`src/hw/rtl/assert_macros.svh`:
```
// Concurrent assertion helpers: clocked, disabled while reset is held.
`ifndef ASSERT_MACROS_SVH
`define ASSERT_MACROS_SVH

`define ASSERT_IMPLIES(lbl, clk, rst_n, ante, cons) \
  lbl: assert property (@(posedge clk) disable iff (!rst_n) (ante) |-> (cons)) \
    else $error("assertion failed: same-cycle implication");

`define ASSERT_NEXT(lbl, clk, rst_n, ante, cons) \
  lbl: assert property (@(posedge clk) disable iff (!rst_n) (ante) |=> (cons)) \
    else $error("assertion failed: next-cycle implication");

`endif

```
`src/hw/rtl/u8d_pkg.sv`:
```
package u8d_pkg;

  localparam int unsigned CpW   = 21;
  localparam int unsigned PartW = 15;

  localparam logic [CpW-1:0] Replacement = 21'h00FFFD;

  // one entry per byte that yields results: one or two code points
  typedef struct packed {
    logic [CpW-1:0] cp0;
    logic [CpW-1:0] cp1;
    logic           two;
    logic           fin;
  } rec_t;

endpackage

```
`src/hw/rtl/u8d_front.sv`:
```
module u8d_front (
  input  logic               clk_i,
  input  logic               rst_ni,
  input  logic               s_axis_tvalid_i,
  output logic               s_axis_tready_o,
  input  logic [7:0]         s_axis_tdata_i,
  input  logic               s_axis_tlast_i,
  input  logic               full_i,
  output logic               push_o,
  output u8d_pkg::rec_t      rec_o,
  output logic               busy_o
);

  logic [1:0]                   pend_q, pend_d;
  logic [u8d_pkg::PartW-1:0]    part_q, part_d;
  logic                         accept;

  logic                         lead_emit;
  logic [u8d_pkg::CpW-1:0]      lead_cp;
  logic [1:0]                   lead_pend;
  logic [u8d_pkg::PartW-1:0]    lead_part;

  logic [1:0]                   cnt;
  logic [u8d_pkg::CpW-1:0]      cp0, cp1;
  logic [u8d_pkg::CpW-1:0]      cont_v;
  logic                         use_lead;

  assign s_axis_tready_o = !full_i;
  assign accept          = s_axis_tvalid_i && !full_i;
  assign busy_o          = (pend_q != 2'd0);
  assign cont_v          = {part_q, s_axis_tdata_i[5:0]};

  always_comb begin
    lead_emit = 1'b0;
    lead_cp   = u8d_pkg::Replacement;
    lead_pend = 2'd0;
    lead_part = '0;
    if (!s_axis_tdata_i[7]) begin
      lead_emit = 1'b1;
      lead_cp   = {13'd0, s_axis_tdata_i};
    end else if (s_axis_tdata_i[7:5] == 3'b110) begin
      lead_pend = 2'd1;
      lead_part = {10'd0, s_axis_tdata_i[4:0]};
    end else if (s_axis_tdata_i[7:4] == 4'b1110) begin
      lead_pend = 2'd2;
      lead_part = {11'd0, s_axis_tdata_i[3:0]};
    end else if (s_axis_tdata_i[7:3] == 5'b11110) begin
      lead_pend = 2'd3;
      lead_part = {12'd0, s_axis_tdata_i[2:0]};
    end else begin
      lead_emit = 1'b1;
    end
  end

  always_comb begin
    cnt      = 2'd0;
    cp0      = u8d_pkg::Replacement;
    cp1      = u8d_pkg::Replacement;
    pend_d   = pend_q;
    part_d   = part_q;
    use_lead = 1'b1;
    if (pend_q != 2'd0) begin
      if (s_axis_tdata_i[7:6] == 2'b10) begin
        use_lead = 1'b0;
        if (pend_q == 2'd1) begin
          cp0    = cont_v;
          cnt    = 2'd1;
          pend_d = 2'd0;
          part_d = '0;
        end else begin
          pend_d = pend_q - 2'd1;
          part_d = cont_v[u8d_pkg::PartW-1:0];
        end
      end else begin
        cnt = 2'd1;
      end
    end
    if (use_lead) begin
      pend_d = lead_pend;
      part_d = lead_part;
      if (lead_emit) begin
        if (cnt == 2'd0) begin
          cp0 = lead_cp;
        end else begin
          cp1 = lead_cp;
        end
        cnt = cnt + 2'd1;
      end
    end
    // close a sequence cut off by the end of text
    if (s_axis_tlast_i && (pend_d != 2'd0)) begin
      cnt    = cnt + 2'd1;
      pend_d = 2'd0;
      part_d = '0;
    end
  end

  assign push_o    = accept && (cnt != 2'd0);
  assign rec_o.cp0 = cp0;
  assign rec_o.cp1 = cp1;
  assign rec_o.two = (cnt == 2'd2);
  assign rec_o.fin = s_axis_tlast_i;

  always_ff @(posedge clk_i or negedge rst_ni) begin
    if (!rst_ni) begin
      pend_q <= 2'd0;
      part_q <= '0;
    end else if (accept) begin
      pend_q <= pend_d;
      part_q <= part_d;
    end
  end

endmodule

```
`src/hw/rtl/u8d_fifo.sv`:
```
module u8d_fifo #(
  parameter int unsigned Depth = 2
) (
  input  logic          clk_i,
  input  logic          rst_ni,
  input  logic          push_i,
  input  u8d_pkg::rec_t rec_i,
  input  logic          pop_i,
  output u8d_pkg::rec_t rec_o,
  output logic          valid_o,
  output logic          full_o
);

  localparam int unsigned PtrW = (Depth > 1) ? $clog2(Depth) : 1;
  localparam int unsigned CntW = $clog2(Depth + 1);

  u8d_pkg::rec_t     mem_q [Depth];
  logic [PtrW-1:0]   wr_q, rd_q;
  logic [CntW-1:0]   cnt_q;

  assign valid_o = (cnt_q != '0);
  assign full_o  = (cnt_q == CntW'(Depth));
  assign rec_o   = mem_q[rd_q];

  always_ff @(posedge clk_i) begin
    if (push_i) begin
      mem_q[wr_q] <= rec_i;
    end
  end

  always_ff @(posedge clk_i or negedge rst_ni) begin
    if (!rst_ni) begin
      wr_q  <= '0;
      rd_q  <= '0;
      cnt_q <= '0;
    end else begin
      if (push_i) begin
        wr_q <= (wr_q == PtrW'(Depth - 1)) ? '0 : wr_q + 1'b1;
      end
      if (pop_i) begin
        rd_q <= (rd_q == PtrW'(Depth - 1)) ? '0 : rd_q + 1'b1;
      end
      case ({push_i, pop_i})
        2'b10:   cnt_q <= cnt_q + 1'b1;
        2'b01:   cnt_q <= cnt_q - 1'b1;
        default: cnt_q <= cnt_q;
      endcase
    end
  end

endmodule

```
`src/hw/rtl/u8d_back.sv`:
```
module u8d_back (
  input  logic          clk_i,
  input  logic          rst_ni,
  input  u8d_pkg::rec_t head_i,
  input  logic          head_valid_i,
  output logic          pop_o,
  output logic          m_axis_tvalid_o,
  input  logic          m_axis_tready_i,
  output logic [23:0]   m_axis_tdata_o,
  output logic          m_axis_tlast_o,
  output logic          m_axis_tuser_o
);

  logic                      out_valid_q, out_valid_d;
  logic                      second_q, second_d;
  logic [u8d_pkg::CpW-1:0]   cp_q, cp_d;
  logic                      last_q, last_d;
  logic                      done_q, done_d;
  logic                      load;

  assign load = !out_valid_q || m_axis_tready_i;

  always_comb begin
    out_valid_d = out_valid_q;
    second_d    = second_q;
    cp_d        = cp_q;
    last_d      = last_q;
    done_d      = done_q;
    pop_o       = 1'b0;
    if (load) begin
      out_valid_d = head_valid_i;
      if (head_valid_i) begin
        if (head_i.two && !second_q) begin
          cp_d     = head_i.cp0;
          last_d   = 1'b0;
          done_d   = 1'b0;
          second_d = 1'b1;
        end else begin
          cp_d     = second_q ? head_i.cp1 : head_i.cp0;
          last_d   = 1'b1;
          done_d   = head_i.fin;
          second_d = 1'b0;
          pop_o    = 1'b1;
        end
      end
    end
  end

  always_ff @(posedge clk_i or negedge rst_ni) begin
    if (!rst_ni) begin
      out_valid_q <= 1'b0;
      second_q    <= 1'b0;
    end else begin
      out_valid_q <= out_valid_d;
      second_q    <= second_d;
    end
  end

  always_ff @(posedge clk_i) begin
    cp_q   <= cp_d;
    last_q <= last_d;
    done_q <= done_d;
  end

  assign m_axis_tvalid_o = out_valid_q;
  assign m_axis_tdata_o  = {3'd0, cp_q};
  assign m_axis_tlast_o  = last_q;
  assign m_axis_tuser_o  = done_q;

endmodule

```
`src/hw/rtl/utf8_stream_decoder_top.sv`:
```
// channel  dir  tdata                       tlast         tuser
// s_axis   in   [7:0] data_byte             final_byte    -
// m_axis   out  [20:0] code_point, pad to 24 last_of_run  text_done
//
// Takes one byte per cycle while the queue is not full; the front decoder state
// updates in the accept cycle. A byte yields zero, one or two code points; the
// output register sends one beat per cycle while m_axis_tready is high, so a
// two-result byte takes two beats. Beats pass the queue, then the output register.
// Reset clears decoder state, queue pointers and the output valid.
// Input stalls only when the QueueDepth-entry queue is full.
`include "assert_macros.svh"

module utf8_stream_decoder_top #(
  parameter int unsigned QueueDepth = 2
) (
  input  logic        clk_i,
  input  logic        rst_ni,
  input  logic        s_axis_tvalid,
  output logic        s_axis_tready,
  input  logic [7:0]  s_axis_tdata,   // [7:0] data_byte
  input  logic        s_axis_tlast,   // final_byte
  output logic        m_axis_tvalid,
  input  logic        m_axis_tready,
  output logic [23:0] m_axis_tdata,   // [20:0] code_point, [23:21] zero
  output logic        m_axis_tlast,   // last_of_run
  output logic        m_axis_tuser    // text_done
);

  u8d_pkg::rec_t push_rec, head_rec;
  logic          push, pop, full, head_valid, busy;

  u8d_front u_front (
    .clk_i           (clk_i),
    .rst_ni          (rst_ni),
    .s_axis_tvalid_i (s_axis_tvalid),
    .s_axis_tready_o (s_axis_tready),
    .s_axis_tdata_i  (s_axis_tdata),
    .s_axis_tlast_i  (s_axis_tlast),
    .full_i          (full),
    .push_o          (push),
    .rec_o           (push_rec),
    .busy_o          (busy)
  );

  u8d_fifo #(
    .Depth (QueueDepth)
  ) u_fifo (
    .clk_i   (clk_i),
    .rst_ni  (rst_ni),
    .push_i  (push),
    .rec_i   (push_rec),
    .pop_i   (pop),
    .rec_o   (head_rec),
    .valid_o (head_valid),
    .full_o  (full)
  );

  u8d_back u_back (
    .clk_i           (clk_i),
    .rst_ni          (rst_ni),
    .head_i          (head_rec),
    .head_valid_i    (head_valid),
    .pop_o           (pop),
    .m_axis_tvalid_o (m_axis_tvalid),
    .m_axis_tready_i (m_axis_tready),
    .m_axis_tdata_o  (m_axis_tdata),
    .m_axis_tlast_o  (m_axis_tlast),
    .m_axis_tuser_o  (m_axis_tuser)
  );

  `ASSERT_NEXT(a_fin_idle, clk_i, rst_ni, s_axis_tvalid && s_axis_tready && s_axis_tlast, !busy)
  `ASSERT_IMPLIES(a_done_last, clk_i, rst_ni, m_axis_tvalid && m_axis_tuser, m_axis_tlast)
  `ASSERT_NEXT(a_pair_cont, clk_i, rst_ni, m_axis_tvalid && m_axis_tready && !m_axis_tlast, m_axis_tvalid)

endmodule

```
`config.mk`:
```
export PLATFORM = sky130hd
export DESIGN_NAME = utf8_stream_decoder_top
export DESIGN_NICKNAME = d
export VERILOG_FILES = /design/src/hw/rtl/u8d_pkg.sv /design/src/hw/rtl/u8d_front.sv /design/src/hw/rtl/u8d_fifo.sv /design/src/hw/rtl/u8d_back.sv /design/src/hw/rtl/utf8_stream_decoder_top.sv
export VERILOG_INCLUDE_DIRS = /design/src /design/src/hw/rtl
export SDC_FILE = /design/constraint.sdc
export NUM_CORES = 1
export LEC_CHECK = 0
export BUFFER_PORTS_ARGS = -buffer_cell sky130_fd_sc_hd__buf_4
export CAP_MARGIN = 20
export CELL_PAD_IN_SITES_DETAIL_PLACEMENT = 1
export CELL_PAD_IN_SITES_GLOBAL_PLACEMENT = 2
export CORE_MARGIN = 1.5
export CORE_UTILIZATION = 25
export CTS_CLUSTER_SIZE = 16
export DETAILED_ROUTE_END_ITERATION = 16
export PLACE_DENSITY_LB_ADDON = 0.1
export SKIP_LAST_GASP = 1
export SLEW_MARGIN = 0
export SYNTH_ARGS = -nofsm -noshare
export SYNTH_HDL_FRONTEND = slang
export SYNTH_HIERARCHICAL = 1
export SYNTH_SLANG_ARGS = --single-unit
```
`constraint.sdc`:
```
create_clock -name clk_i -period 3.86 [get_ports clk_i]
set_input_delay 0.772 -clock clk_i [delete_from_list [all_inputs] [get_ports clk_i]]
set_output_delay 0.772 -clock clk_i [all_outputs]
set_load 0.05 [all_outputs]
```
==> flow_summary.json <==
{
  "tightestPinTransition_ns": 0.840,
  "power_density_nw_per_um2": 822,
  "detailed_place_hpwl_um": 7480,
  "path_buf_inv": 2,
  "setup_viol": 0,
  "grtUsageTotal_pct": 10.6,
  "design.core.area_um2": 23300,
  "cts_tree": "done",
  "synth_area_leaders": "edfxtp_1 (57%), mux2_4 (9.9%), dfrtp_1 (9.8%)",
  "layout_worst_path_cycle_share_pct": 78.5,
  "drtIter0Drc": 116,
  "fp-row-count": 56,
  "gr-total-overflow": 0,
  "end_kind": "register",
  "whs_ns": 0.239,
  "worst-setup-path-type": "register to register",
  "use_met1_pct": 13.7,
  "fmax_ghz": 0.330,
  "cpMaxStageDelayCell": "or3b_1",
  "ys_seq_area_share_pct": 66.3,
  "fin_cells": 742,
  "ys.warnings.count": 6,
  "ctsHoldBuffers": 0,
  "route.detailed.drc": 0,
  "die_h_um": 157,
  "async_reset_ff_share_pct": 17.2,
  "diodes": 0,
  "min-delay-path-class": "input pin to asynchronous set/reset pin",
  "pre_cts_ws_ns": 0.565,
  "grt_pass1_vias": 3173,
  "final.fill_count": 2401,
  "grt_pass1_wl_um": 18800,
  "fin_nets": 427,
  "place.gp.congestion": 0.731,
  "die_w_um": 157,
  "gr-usage-met3_pct": 3.18,
  "yosysUniqueCellTypes": 41,
  "vdd_drop_max_v": 0.000355,
  "drive_above_1_share_pct": 37.6,
  "hold_violations": 0,
  "post_cts_buffers": 0,
  "cp.depth": 9,
  "dieArea_um2": 24500,
  "finalClockSkew_ns": 0.00903,
  "slew_headroom_pct": 44.0,
  "synthFlopType": "edfxtp_1",
  "post_cts_resized": 0,
  "port_buffers": 37,
  "tns_ns": 0,
  "io_pins": 41,
  "crit_arrival_ns": 3.10,
  "cts_root_buf": "clkbuf_16",
  "yosys.area.top_type": "edfxtp_1",
  "antenna_found_initial": 0,
  "r2r_cells": 9,
  "met2_usage_pct": 16.7,
  "yosys_register_bits": 134,
  "first_pass_iters": 4,
  "clock_latency_ns": 0.42,
  "placed_cells": 710,
  "drv_cap": 0,
  "crit_chain": "inv_1 -> ha_1 -> or3b_1 -> o21ai_1 -> o21ai_4 -> o21a_1 -> nor3_1 -> and2_2 -> buf_4",
  "synth_area_per_cell_um2": 15.9,
  "drtAntennaViolNets": 0,
  "cts_made_buffers": 17,
  "crit_required_ns": 3.93,
  "netlist_top_cells_count": "edfxtp_1 (111), mux2_4 (39), nor2_1 (31)",
  "num_vias": 2986,
  "crit_family": "simple AND/OR/NAND/NOR gates",
  "critical-path-max-stage-delay_ns": 0.46,
  "syn_area_um2": 5900,
  "vias_per_cell": 4.02,
  "worst-path-max-fanout": 26,
  "cts.sinks": 134,
  "wl_per_cell_um": 16.2,
  "drt-total-wl_um": 12000,
  "htree_levels": 4,
  "p_leak_nw": 2.58,
  "max-clock-path-buffers": 2,
  "fin_crit_ns": 3.03,
  "synth_edf_count": 111,
  "syn_to_final_growth_pct": 18.2,
  "drv_slew": 0,
  "crit_path_start_kind": "register",
  "power_mw": 5.73,
  "syn_inst": 371,
  "postLayoutCoreUtil_pct": 29.9,
  "path_clk_slew_ns": 0.06,
  "grt_max_degree": 45,
  "outcome": "complete, no violations",
  "fin_area_um2": 6970,
  "dpl_cell_area_um2": 6410,
  "synth_top_area_share_pct": 56.5,
  "grt-busiest-layer": "met2",
  "setup_ws_ns": 0.832,
  "yosysMostFrequentCell": "edfxtp_1",
  "initial_core_util_pct": 25.3,
  "rsz0062_at_grt": "no"
}
-- state kept, by name (all words and copies together), names as in the netlist --
signal                  flops
u_back/cp_q                21
u_back/m_axis_tlast_o       1
u_back/m_axis_tuser_o       1
u_back/m_axis_tvalid_o      1
u_back/second_q             1
u_fifo/cnt_q                2
u_fifo/mem_q               88
u_fifo/rd_q                 1
u_fifo/wr_q                 1
u_front/part_q             15
u_front/pend_q              2
-- cell type report --
cell class                      count  area [um^2]  area share, %
Clock inverter                     15          133           1.90
Timing Repair Buffer               46          358           5.13
Tap cell                          319          399           5.73
Clock buffer                       17          425           6.10
Sequential cell                   134         3910           56.1
Inverter                            9         33.8          0.485
Multi-Input combinational cell    202         1710           24.6
-- report_power, final --
group / internal (mW) / total [mW] / leakage, nW / switching (mW)
clock network: 0.886 / 1.53 / 0.267 / 0.642
registers: 2.08 / 2.19 / 1.28 / 0.119
logic: 0.790 / 2.01 / 1.03 / 1.22
-- placed cells by master (no fill, tap or decap), types with 4 or more instances in the layout --
cell type  count
and3_1         6
mux2_4        39
nand3_1        5
clkbuf_16     17
nor2b_1        6
mux2_2        27
nor2_1        30
nand2_1       16
dfrtp_1       22
clkinv_4       5
or2_2          7
conb_1         8
edfxtp_1     111
a22o_1        10
buf_4         45
or3_1          6
ha_1           4
o21ai_1        5
inv_1          9
-- per-layer routing --
layer  up-vias  part of all wire [%]
met5         -                     0
met4         0                   1.3
met3        11                   3.5
met2        48                    48
met1      1503                    47
li1       1424                     -
-- kinds of logic (layout without fill, tap and decap cells) --
family	count (synthesis)	in the layout	share of synthesized area, %
other	2	8	0.127
multiplexers	67	67	15.3
AO/OA/AOI/OAI	31	31	4.35
XOR/XNOR	5	5	0.743
adder cells (fa/ha/maj)	4	4	0.849
buffers and inverters	41	87	5.22
AND/OR/NAND/NOR	87	87	7.17
flip-flops	134	134	66.3
-- worst paths after layout --
path / from / end / slack, ns
min in group clk_i: u_fifo/cnt_q[1]$_DFFE_PN0P_ / u_fifo/cnt_q[1]$_DFFE_PN0P_ / 0.48
min: rst_ni / u_front/pend_q[1]$_DFFE_PN0P_ / 0.24
max in group asynchronous: rst_ni / u_fifo/rd_q$_DFFE_PN0P_ / 3.36
min reg2reg: u_fifo/cnt_q[1]$_DFFE_PN0P_ / u_fifo/cnt_q[1]$_DFFE_PN0P_ / 0.48
max reg2reg: u_front/pend_q[0]$_DFFE_PN0P_ / u_fifo/mem_q[1][19]$_DFFE_PP_ / 0.83
max: u_front/pend_q[0]$_DFFE_PN0P_ / u_fifo/mem_q[1][19]$_DFFE_PP_ / 0.83
Note: power is estimated with default switching activity, not from simulation.
